<file path="src/hw/rtl/shabs_pkg.sv">
package shabs_pkg;

	localparam int QUEUE_DEPTH = 4;
	localparam int QUEUE_PTR_W = $clog2(QUEUE_DEPTH);
	localparam int QUEUE_CNT_W = $clog2(QUEUE_DEPTH + 1);

	typedef enum logic {
		CMD_ABSORB = 1'b0,
		CMD_FINISH = 1'b1
	} cmd_e;

	typedef struct packed {
		cmd_e       cmd;
		logic [7:0] data_byte;
	} item_t;

	typedef struct packed {
		logic [31:0] digest_word;
		logic [2:0]  word_index;
		logic        last;
	} result_t;

	// One message word on its way from the front to the core.
	typedef struct packed {
		logic [31:0] word;
		logic        final_block;
	} word_entry_t;

	typedef enum logic {
		FRONT_ABSORB,
		FRONT_PAD
	} front_state_e;

	typedef enum logic [1:0] {
		CORE_LOAD,
		CORE_ROUND,
		CORE_UPDATE
	} core_state_e;

	localparam logic [31:0] ROUND_K [64] = '{
		32'h428a2f98, 32'h71374491, 32'hb5c0fbcf, 32'he9b5dba5,
		32'h3956c25b, 32'h59f111f1, 32'h923f82a4, 32'hab1c5ed5,
		32'hd807aa98, 32'h12835b01, 32'h243185be, 32'h550c7dc3,
		32'h72be5d74, 32'h80deb1fe, 32'h9bdc06a7, 32'hc19bf174,
		32'he49b69c1, 32'hefbe4786, 32'h0fc19dc6, 32'h240ca1cc,
		32'h2de92c6f, 32'h4a7484aa, 32'h5cb0a9dc, 32'h76f988da,
		32'h983e5152, 32'ha831c66d, 32'hb00327c8, 32'hbf597fc7,
		32'hc6e00bf3, 32'hd5a79147, 32'h06ca6351, 32'h14292967,
		32'h27b70a85, 32'h2e1b2138, 32'h4d2c6dfc, 32'h53380d13,
		32'h650a7354, 32'h766a0abb, 32'h81c2c92e, 32'h92722c85,
		32'ha2bfe8a1, 32'ha81a664b, 32'hc24b8b70, 32'hc76c51a3,
		32'hd192e819, 32'hd6990624, 32'hf40e3585, 32'h106aa070,
		32'h19a4c116, 32'h1e376c08, 32'h2748774c, 32'h34b0bcb5,
		32'h391c0cb3, 32'h4ed8aa4a, 32'h5b9cca4f, 32'h682e6ff3,
		32'h748f82ee, 32'h78a5636f, 32'h84c87814, 32'h8cc70208,
		32'h90befffa, 32'ha4506ceb, 32'hbef9a3f7, 32'hc67178f2
	};

	localparam logic [31:0] INITIAL_HASH [8] = '{
		32'h6a09e667, 32'hbb67ae85, 32'h3c6ef372, 32'ha54ff53a,
		32'h510e527f, 32'h9b05688c, 32'h1f83d9ab, 32'h5be0cd19
	};

	localparam logic [7:0] PAD_BYTE = 8'h80;

	function automatic logic [31:0] big_sigma0(input logic [31:0] x);
		return {x[1:0], x[31:2]} ^ {x[12:0], x[31:13]} ^ {x[21:0], x[31:22]};
	endfunction

	function automatic logic [31:0] big_sigma1(input logic [31:0] x);
		return {x[5:0], x[31:6]} ^ {x[10:0], x[31:11]} ^ {x[24:0], x[31:25]};
	endfunction

	function automatic logic [31:0] small_sigma0(input logic [31:0] x);
		return {x[6:0], x[31:7]} ^ {x[17:0], x[31:18]} ^ {3'b000, x[31:3]};
	endfunction

	function automatic logic [31:0] small_sigma1(input logic [31:0] x);
		return {x[16:0], x[31:17]} ^ {x[18:0], x[31:19]} ^ {10'b0, x[31:10]};
	endfunction

endpackage

</file>
<file path="src/hw/rtl/shabs_front.sv">
module shabs_front (
	input  logic                  clk,
	input  logic                  arst_n,
	input  logic                  push,
	output logic                  full,
	input  shabs_pkg::item_t      item,
	output logic                  q_push,
	output shabs_pkg::word_entry_t q_entry,
	input  logic                  q_full
);

	shabs_pkg::front_state_e state_q, state_d;

	logic [23:0] acc_q;
	logic [1:0]  byte_cnt_q;
	logic [3:0]  word_cnt_q;
	logic [60:0] msg_bytes_q;
	logic [63:0] len_q;
	logic        len_ok_q;

	logic        absorb_go;
	logic        finish_go;
	logic [31:0] pad_word;

	always_comb begin
		case (byte_cnt_q)
			2'd0:    pad_word = {shabs_pkg::PAD_BYTE, 24'h0};
			2'd1:    pad_word = {acc_q[7:0], shabs_pkg::PAD_BYTE, 16'h0};
			2'd2:    pad_word = {acc_q[15:0], shabs_pkg::PAD_BYTE, 8'h0};
			default: pad_word = {acc_q[23:0], shabs_pkg::PAD_BYTE};
		endcase
	end

	always_ff @(posedge clk or negedge arst_n) begin
		if (!arst_n) begin
			state_q <= shabs_pkg::FRONT_ABSORB;
		end else begin
			state_q <= state_d;
		end
	end

	always_comb begin
		state_d   = state_q;
		full      = 1'b1;
		absorb_go = 1'b0;
		finish_go = 1'b0;
		q_push    = 1'b0;
		q_entry   = '0;
		case (state_q)
			shabs_pkg::FRONT_ABSORB: begin
				full = q_full;
				if (push && !q_full) begin
					if (item.cmd == shabs_pkg::CMD_ABSORB) begin
						absorb_go = 1'b1;
						q_push    = (byte_cnt_q == 2'd3);
						q_entry.word = {acc_q, item.data_byte};
					end else begin
						finish_go    = 1'b1;
						q_push       = 1'b1;
						q_entry.word = pad_word;
						state_d      = shabs_pkg::FRONT_PAD;
					end
				end
			end
			shabs_pkg::FRONT_PAD: begin
				if (!q_full) begin
					q_push = 1'b1;
					if (len_ok_q && word_cnt_q == 4'd14) begin
						q_entry.word = len_q[63:32];
					end else if (len_ok_q && word_cnt_q == 4'd15) begin
						q_entry.word        = len_q[31:0];
						q_entry.final_block = 1'b1;
						state_d             = shabs_pkg::FRONT_ABSORB;
					end
				end
			end
			default: begin
				state_d = shabs_pkg::FRONT_ABSORB;
			end
		endcase
	end

	always_ff @(posedge clk or negedge arst_n) begin
		if (!arst_n) begin
			byte_cnt_q  <= '0;
			word_cnt_q  <= '0;
			msg_bytes_q <= '0;
			len_ok_q    <= 1'b0;
		end else begin
			if (absorb_go) begin
				byte_cnt_q  <= byte_cnt_q + 2'd1;
				msg_bytes_q <= msg_bytes_q + 61'd1;
				if (byte_cnt_q == 2'd3) begin
					word_cnt_q <= word_cnt_q + 4'd1;
				end
			end
			if (finish_go) begin
				byte_cnt_q  <= '0;
				msg_bytes_q <= '0;
				word_cnt_q  <= word_cnt_q + 4'd1;
				len_ok_q    <= (word_cnt_q != 4'd14);
			end
			if (state_q == shabs_pkg::FRONT_PAD && q_push) begin
				word_cnt_q <= word_cnt_q + 4'd1;
				if (word_cnt_q == 4'd15) begin
					len_ok_q <= 1'b1;
				end
			end
		end
	end

	always_ff @(posedge clk) begin
		if (absorb_go) begin
			acc_q <= {acc_q[15:0], item.data_byte};
		end
		if (finish_go) begin
			len_q <= {msg_bytes_q, 3'b000};
		end
	end

endmodule

</file>
<file path="src/hw/rtl/shabs_queue.sv">
module shabs_queue (
	input  logic                   clk,
	input  logic                   arst_n,
	input  logic                   wr_en,
	input  shabs_pkg::word_entry_t wr_data,
	output logic                   full,
	input  logic                   rd_en,
	output shabs_pkg::word_entry_t rd_data,
	output logic                   empty
);

	shabs_pkg::word_entry_t mem_q [shabs_pkg::QUEUE_DEPTH];

	logic [shabs_pkg::QUEUE_PTR_W-1:0] wr_ptr_q;
	logic [shabs_pkg::QUEUE_PTR_W-1:0] rd_ptr_q;
	logic [shabs_pkg::QUEUE_CNT_W-1:0] count_q;

	logic do_wr;
	logic do_rd;

	assign full    = (count_q == shabs_pkg::QUEUE_CNT_W'(shabs_pkg::QUEUE_DEPTH));
	assign empty   = (count_q == '0);
	assign do_wr   = wr_en && !full;
	assign do_rd   = rd_en && !empty;
	assign rd_data = mem_q[rd_ptr_q];

	always_ff @(posedge clk or negedge arst_n) begin
		if (!arst_n) begin
			wr_ptr_q <= '0;
			rd_ptr_q <= '0;
			count_q  <= '0;
		end else begin
			if (do_wr) begin
				wr_ptr_q <= wr_ptr_q + shabs_pkg::QUEUE_PTR_W'(1);
			end
			if (do_rd) begin
				rd_ptr_q <= rd_ptr_q + shabs_pkg::QUEUE_PTR_W'(1);
			end
			if (do_wr && !do_rd) begin
				count_q <= count_q + shabs_pkg::QUEUE_CNT_W'(1);
			end else if (do_rd && !do_wr) begin
				count_q <= count_q - shabs_pkg::QUEUE_CNT_W'(1);
			end
		end
	end

	always_ff @(posedge clk) begin
		if (do_wr) begin
			mem_q[wr_ptr_q] <= wr_data;
		end
	end

endmodule

</file>
<file path="src/hw/rtl/shabs_core.sv">
module shabs_core (
	input  logic                   clk,
	input  logic                   arst_n,
	input  shabs_pkg::word_entry_t q_entry,
	input  logic                   q_empty,
	output logic                   q_pop,
	input  logic                   pop,
	output logic                   empty,
	output shabs_pkg::result_t     result
);

	shabs_pkg::core_state_e state_q, state_d;

	logic [5:0]  cnt_q;
	logic        final_q;
	logic [31:0] h_q   [8];
	logic [31:0] v_q   [8];
	logic [31:0] win_q [16];
	logic [31:0] dig_q [8];
	logic        dig_busy_q;
	logic [2:0]  dig_idx_q;

	logic        round_go;
	logic        update_go;
	logic        dig_pop;
	logic [31:0] t1;
	logic [31:0] t2;
	logic [31:0] w_next;
	logic [31:0] sum [8];

	always_comb begin
		t1 = v_q[7] + shabs_pkg::big_sigma1(v_q[4])
		   + ((v_q[4] & v_q[5]) ^ (~v_q[4] & v_q[6]))
		   + shabs_pkg::ROUND_K[cnt_q] + win_q[0];
		t2 = shabs_pkg::big_sigma0(v_q[0])
		   + ((v_q[0] & v_q[1]) ^ (v_q[0] & v_q[2]) ^ (v_q[1] & v_q[2]));
		w_next = win_q[0] + shabs_pkg::small_sigma0(win_q[1]) + win_q[9]
		       + shabs_pkg::small_sigma1(win_q[14]);
		for (int i = 0; i < 8; i++) begin
			sum[i] = h_q[i] + v_q[i];
		end
	end

	always_ff @(posedge clk or negedge arst_n) begin
		if (!arst_n) begin
			state_q <= shabs_pkg::CORE_LOAD;
		end else begin
			state_q <= state_d;
		end
	end

	always_comb begin
		state_d   = state_q;
		q_pop     = 1'b0;
		round_go  = 1'b0;
		update_go = 1'b0;
		case (state_q)
			shabs_pkg::CORE_LOAD: begin
				if (!q_empty) begin
					q_pop = 1'b1;
					if (cnt_q[3:0] == 4'd15) begin
						state_d = shabs_pkg::CORE_ROUND;
					end
				end
			end
			shabs_pkg::CORE_ROUND: begin
				round_go = 1'b1;
				if (cnt_q == 6'd63) begin
					state_d = shabs_pkg::CORE_UPDATE;
				end
			end
			shabs_pkg::CORE_UPDATE: begin
				if (!(final_q && dig_busy_q)) begin
					update_go = 1'b1;
					state_d   = shabs_pkg::CORE_LOAD;
				end
			end
			default: begin
				state_d = shabs_pkg::CORE_LOAD;
			end
		endcase
	end

	assign dig_pop            = pop && dig_busy_q;
	assign empty              = !dig_busy_q;
	assign result.digest_word = dig_q[dig_idx_q];
	assign result.word_index  = dig_idx_q;
	assign result.last        = (dig_idx_q == 3'd7);

	always_ff @(posedge clk or negedge arst_n) begin
		if (!arst_n) begin
			cnt_q      <= '0;
			final_q    <= 1'b0;
			h_q        <= shabs_pkg::INITIAL_HASH;
			dig_busy_q <= 1'b0;
			dig_idx_q  <= '0;
		end else begin
			if (q_pop) begin
				cnt_q   <= (cnt_q[3:0] == 4'd15) ? 6'd0 : cnt_q + 6'd1;
				final_q <= q_entry.final_block;
			end
			if (round_go) begin
				cnt_q <= cnt_q + 6'd1;
			end
			if (dig_pop) begin
				dig_idx_q <= dig_idx_q + 3'd1;
				if (dig_idx_q == 3'd7) begin
					dig_busy_q <= 1'b0;
				end
			end
			if (update_go) begin
				if (final_q) begin
					h_q        <= shabs_pkg::INITIAL_HASH;
					dig_busy_q <= 1'b1;
					dig_idx_q  <= '0;
				end else begin
					h_q <= sum;
				end
			end
		end
	end

	always_ff @(posedge clk) begin
		if (q_pop) begin
			for (int i = 0; i < 15; i++) begin
				win_q[i] <= win_q[i+1];
			end
			win_q[15] <= q_entry.word;
			if (cnt_q[3:0] == 4'd0) begin
				v_q <= h_q;
			end
		end
		if (round_go) begin
			for (int i = 0; i < 15; i++) begin
				win_q[i] <= win_q[i+1];
			end
			win_q[15] <= w_next;
			v_q[0] <= t1 + t2;
			v_q[1] <= v_q[0];
			v_q[2] <= v_q[1];
			v_q[3] <= v_q[2];
			v_q[4] <= v_q[3] + t1;
			v_q[5] <= v_q[4];
			v_q[6] <= v_q[5];
			v_q[7] <= v_q[6];
		end
		if (update_go && final_q) begin
			dig_q <= sum;
		end
	end

endmodule

</file>
<file path="src/hw/rtl/sha256_byte_stream_hasher.sv">
// SHA-256 hasher that takes the message one byte per beat.
// The input channel is push/full with an item of cmd and data_byte. An absorb
// beat appends one byte, and a finish beat pads the message and ends it.
// The result channel is empty/pop. Each finish produces eight beats of
// digest_word, most significant word first, with word_index 0 to 7 and last
// set on the eighth. The block then starts over with the initial hash values.
// Bytes are taken at one per cycle while the word queue between the front end
// and the compression core has room. The core loads 16 words and then runs 64
// rounds and an update step. The queue holds four words, so the front end
// stalls during the rounds. After a finish the front end writes 2 to 17 more
// padding and length words, one per cycle while the queue has room, and full
// stays high until the last one is written. The digest is held in its own
// register set, so the core keeps hashing the next message while the receiver
// stalls; only a second finished digest waits until the first has been popped.
// Reset clears all counts, empties the queue and loads the initial hash values;
// no item is lost across a stall.
module sha256_byte_stream_hasher (
	input  logic               clk,
	input  logic               arst_n,
	input  logic               push,
	output logic               full,
	input  shabs_pkg::item_t   item,
	output logic               empty,
	input  logic               pop,
	output shabs_pkg::result_t result
);

	shabs_pkg::word_entry_t q_wr_entry;
	shabs_pkg::word_entry_t q_rd_entry;
	logic                   q_push;
	logic                   q_full;
	logic                   q_pop;
	logic                   q_empty;

	shabs_front u_front (
		.clk     (clk),
		.arst_n  (arst_n),
		.push    (push),
		.full    (full),
		.item    (item),
		.q_push  (q_push),
		.q_entry (q_wr_entry),
		.q_full  (q_full)
	);

	shabs_queue u_queue (
		.clk     (clk),
		.arst_n  (arst_n),
		.wr_en   (q_push),
		.wr_data (q_wr_entry),
		.full    (q_full),
		.rd_en   (q_pop),
		.rd_data (q_rd_entry),
		.empty   (q_empty)
	);

	shabs_core u_core (
		.clk     (clk),
		.arst_n  (arst_n),
		.q_entry (q_rd_entry),
		.q_empty (q_empty),
		.q_pop   (q_pop),
		.pop     (pop),
		.empty   (empty),
		.result  (result)
	);

	a_queue_no_overflow: assert property (@(posedge clk) disable iff (!arst_n)
		q_push |-> !q_full)
		else $error("Front end wrote into a full word queue.");

	a_queue_no_underflow: assert property (@(posedge clk) disable iff (!arst_n)
		q_pop |-> !q_empty)
		else $error("Core read from an empty word queue.");

	a_last_matches_index: assert property (@(posedge clk) disable iff (!arst_n)
		!empty |-> (result.last == (result.word_index == 3'd7)))
		else $error("Last flag disagrees with the digest word index.");

	a_index_advances: assert property (@(posedge clk) disable iff (!arst_n)
		(pop && !empty && !result.last) |=>
			(!empty && result.word_index == $past(result.word_index) + 3'd1))
		else $error("Digest beats did not advance in order.");

endmodule

</file>
<file path="config.mk">
export PLATFORM = sky130hd
export DESIGN_NAME = sha256_byte_stream_hasher
export DESIGN_NICKNAME = d
export VERILOG_FILES = /design/src/hw/rtl/shabs_pkg.sv /design/src/hw/rtl/shabs_front.sv /design/src/hw/rtl/shabs_queue.sv /design/src/hw/rtl/shabs_core.sv /design/src/hw/rtl/sha256_byte_stream_hasher.sv
export SDC_FILE = /design/constraint.sdc
export NUM_CORES = 2
export LEC_CHECK = 0
export BUFFER_PORTS_ARGS = -buffer_cell sky130_fd_sc_hd__buf_2
export CORE_UTILIZATION = 55
export DETAILED_ROUTE_END_ITERATION = 6
export PLACE_DENSITY = 0.74
export SLEW_MARGIN = 30
export SYNTH_ARGS = -nofsm -noshare
export SYNTH_HDL_FRONTEND = slang
export SYNTH_HIERARCHICAL = 1
export SYNTH_SLANG_ARGS = --single-unit
</file>
<file path="constraint.sdc">
create_clock -name clk -period 23.4 [get_ports clk]
set_input_delay 4.68 -clock clk [delete_from_list [all_inputs] [get_ports clk]]
set_output_delay 4.68 -clock clk [all_outputs]
set_load 0.01 [all_outputs]
</file>
==> flow_summary_export.csv <==
group,metric,value,unit
pwr,p_sw_share,19.9,%
synthesis,ys_async_sr_fraction,21.8,%
floorplanning,die_h,397,um
pwr,p_int,0.00463,W
synthesis,synth.cell_area,85700,um2
placed_design,placed_cell_area,87900,um2
worst_setup_path,crit_family,"adder cells",
pwr,p_sw,0.00115,W
cts,clk_pin_slew,0.07,ns
timing,setup_viol,0,
finish,layout.nets,7648,
synthesis,netlist.area_leader.share,43.5,%
global_routing,met1_usage,46.1,%
finish,n_antenna_cell,0,
finish,area_growth,9.39,%
cts,clock-sinks,1586,
synthesis,syn-mean-instance-area,12.1,um2
global_routing,antenna_found_initial,7,
timing,rsz0062_at_grt,"false",
cts,postCtsHoldBufs,0,
placed_design,place_congestion,1.00,
placed_design,dpl.hpwl,178000,um
route,wire_per_inst,27.0,um
timing,slew_viol_final,0,
worst_setup_path,slowest_delay,0.77,ns
timing,fin_crit,10.32,ns
route,drcViolationCount,3,
outcome,outcome,"complete, but fails checks",
pwr,power_density,61.7,nW/um2
cts,post_cts_buffers,0,
cts,cts_root_buffer,"clkbuf_16",
synthesis,ys_types,113,
pwr,pwr-share-comb,0.4,%
floorplanning,dieArea,157000,um2
synthesis,synth_commonest_cells,"edfxtp_1, nand2_1, xnor2_1",
pwr,power_frac_clock,47.6,%
floorplanning,dieWidth,397,um
floorplanning,start_util,55.5,%
timing,worstMarginPinSlew,1.07,ns
floorplanning,num_rows,144,
pwr,ir_worst_vdd,0.0657,mV
floorplanning,io_pins,51,
cts,cts_tree,"done",
timing,fmax,96.9,MHz
timing,max_slew_margin,28.5,%
synthesis,ys_ff_latch,1586,
floorplanning,fp.coreArea,154000,um2
finish,drive_gt1_share,10.3,%
worst_setup_path,slowest_stage,"ha_1",
cts,clock_latency,0.82,ns
synthesis,synth.most_common_cell,"edfxtp_1",
worst_setup_path,startpoint_type,"flip-flop",
timing,period_share,44.1,%
finish,stdcell_area,93700,um2
finish,fillers,11900,
global_routing,top_usage_layer,"met1",
placed_design,port_buffers,50,
synthesis,synth_area_leaders,"edfxtp_1, dfrtp_1, ha_1",
synthesis,dominantRegCellSynth,"edfxtp_1",
worst_setup_path,crit_type,"reg2reg",
cts,cts_made_buffers,163,
global_routing,grt_use_met3,7.16,%
global_routing,grt_pass1_wl,368000,um
route,wl,249000,um
route,drt_first_iter_violations,7466,
hold_path,min_path_type,"reg2reg",
global_routing,grtUsageMet2,45.6,%
global_routing,overflow,0,
synthesis,synth_edf_count,1241,
global_routing,grt_pass1_vias,56300,
global_routing,grt_max_degree,135,
pwr,p_leak,38.2,nW
worst_setup_path,cp-end-kind,"flip-flop",
route,ant_nets,0,
timing,skew,0.0459,ns
synthesis,synth_nets,7675,
cts,htree_levels,4,
route,viasPerCell,6.41,
timing,tns,0,ns
worst_setup_path,cp_max_fo,20,
synthesis,synth_top_cell_by_area,"edfxtp_1",
synthesis,ys_seq_area_share,53.8,%
synthesis,synthesis.instances,7061,
flow_run,drv_cap,0,
pwr,pwr-share-seq,52.0,%
route,firstDrtPassIters,7,
route,num_vias,59000,
outcome,violations,"design-rule violations",
worst_setup_path,crit_required,23.94,ns
synthesis,yosysWarnings,6,
cts,ctsLongestPathBuffers,3,
timing,hold_violations,0,
cts,cts_resized,0,
worst_setup_path,cp.arrival,10.86,ns
global_routing,track_usage,31.6,%
worst_setup_path,cp_common_cell,"fa_1",
worst_setup_path,path_buf_inv,4,
-- sequential cells by signal, indices dropped and copies added (netlist names), 24 cells and up --
| name | cells |
|---|---|
| u_core/dig_q | 256 |
| u_core/h_q | 256 |
| u_core/v_q | 256 |
| u_core/win_q | 512 |
| u_front/acc_q | 24 |
| u_front/len_q | 61 |
| u_front/msg_bytes_q | 61 |
| u_queue/mem_q | 132 |
-- routing by layer --
layer / share of wire, % / wire length, um
met4: 4.3 / 10700
met1: 42 / 104000
met2: 43 / 107000
met5: 0.023 / 57
met3: 11 / 26600
-- cells in the final DEF (no fill, tap or decap), types with 50 or more instances in the layout --
cell type	n
a211oi_1	54
a21o_1	189
a21oi_1	428
a22o_1	125
a31oi_1	51
buf_4	67
clkbuf_16	167
dfrtp_1	201
dfstp_2	136
edfxtp_1	1241
fa_1	196
ha_1	405
inv_1	286
mux2_2	57
mux4_2	97
nand2_1	914
nand2b_1	50
nand3_1	95
nor2_1	280
nor2b_1	56
nor3_1	78
o21a_1	56
o21ai_0	282
o21ai_1	57
o22a_1	130
xnor2_1	465
xor2_1	155
-- final timing paths --
path	slack [ns]	start	depth (start not counted)	end
max	13.08	u_core/cnt_q[0]	35	u_core/v_q[255]
min	0.41	u_core/win_q[1][109]	0	u_core/win_q[1][77]
max reg2reg	13.08	u_core/cnt_q[0]	35	u_core/v_q[255]
min reg2reg	0.41	u_core/win_q[1][109]	0	u_core/win_q[1][77]
max in group asynchronous	17.31	arst_n	3	u_core/cnt_q[2]
min in group asynchronous	3.88	arst_n	1	u_core/h_q[128]
-- power groups by stage --
| stage | clock network [W] | registers [W] | logic [W] |
|---|---|---|---|
| 6_report | 0.00276 | 0.00301 | 0.0000226 |
| 5_1_grt | 0.00290 | 0.00300 | 0.0000254 |
| 3_3_place_gp | 0 | 0.00306 | 0.0000230 |
| 3_5_place_dp | 0 | 0.00306 | 0.0000233 |
| 2_1_floorplan | 0 | 0.00306 | 0.00000473 |
| 4_1_cts | 0.00279 | 0.00301 | 0.0000233 |
-- metrics by stage --
step | power, W | hold slack (ns) | instances | util (%) | setup slack [ns]
floorplan | 0.00307 | 0.400 | 7061 | - | 9.45
global placement | 0.00309 | 0.400 | 8910 | 56.9 | 13.30
detailed placement | 0.00309 | 0.405 | 8910 | 56.9 | 13.26
CTS | 0.00582 | 0.400 | 9212 | 60.6 | 13.26
global route | 0.00593 | 0.417 | 9215 | 60.7 | 12.53
finish | 0.00579 | 0.409 | 9215 | 60.7 | 13.08
-- layout make-up --
cell class                      instances  area [um2]  share of cell area, %
Tap cell                             2044        2560                   2.73
Timing Repair Buffer                  129         965                   1.03
Multi-Input combinational cell       4865       37300                   39.8
Clock inverter                         92        1270                   1.36
Sequential cell                      1586       46100                   49.2
Clock buffer                          210        4420                   4.72
Inverter                              289        1090                   1.16
-- logic make-up (layout without fill, tap and decap cells) --
| family | after synthesis | count (layout) | share of synthesized area (%) |
|---|---|---|---|
| and+or+nand+nor | 1725 | 1725 | 9.10 |
| AOI/OAI and AO/OA | 1708 | 1708 | 13.5 |
| DFF | 1586 | 1586 | 53.8 |
| adders and majority gates | 622 | 622 | 10.7 |
| xor gates and xnor gates | 622 | 622 | 6.36 |
| buffers and inverters | 610 | 720 | 2.77 |
| muxes | 188 | 188 | 3.80 |
Power figures use the tool's default switching activity.
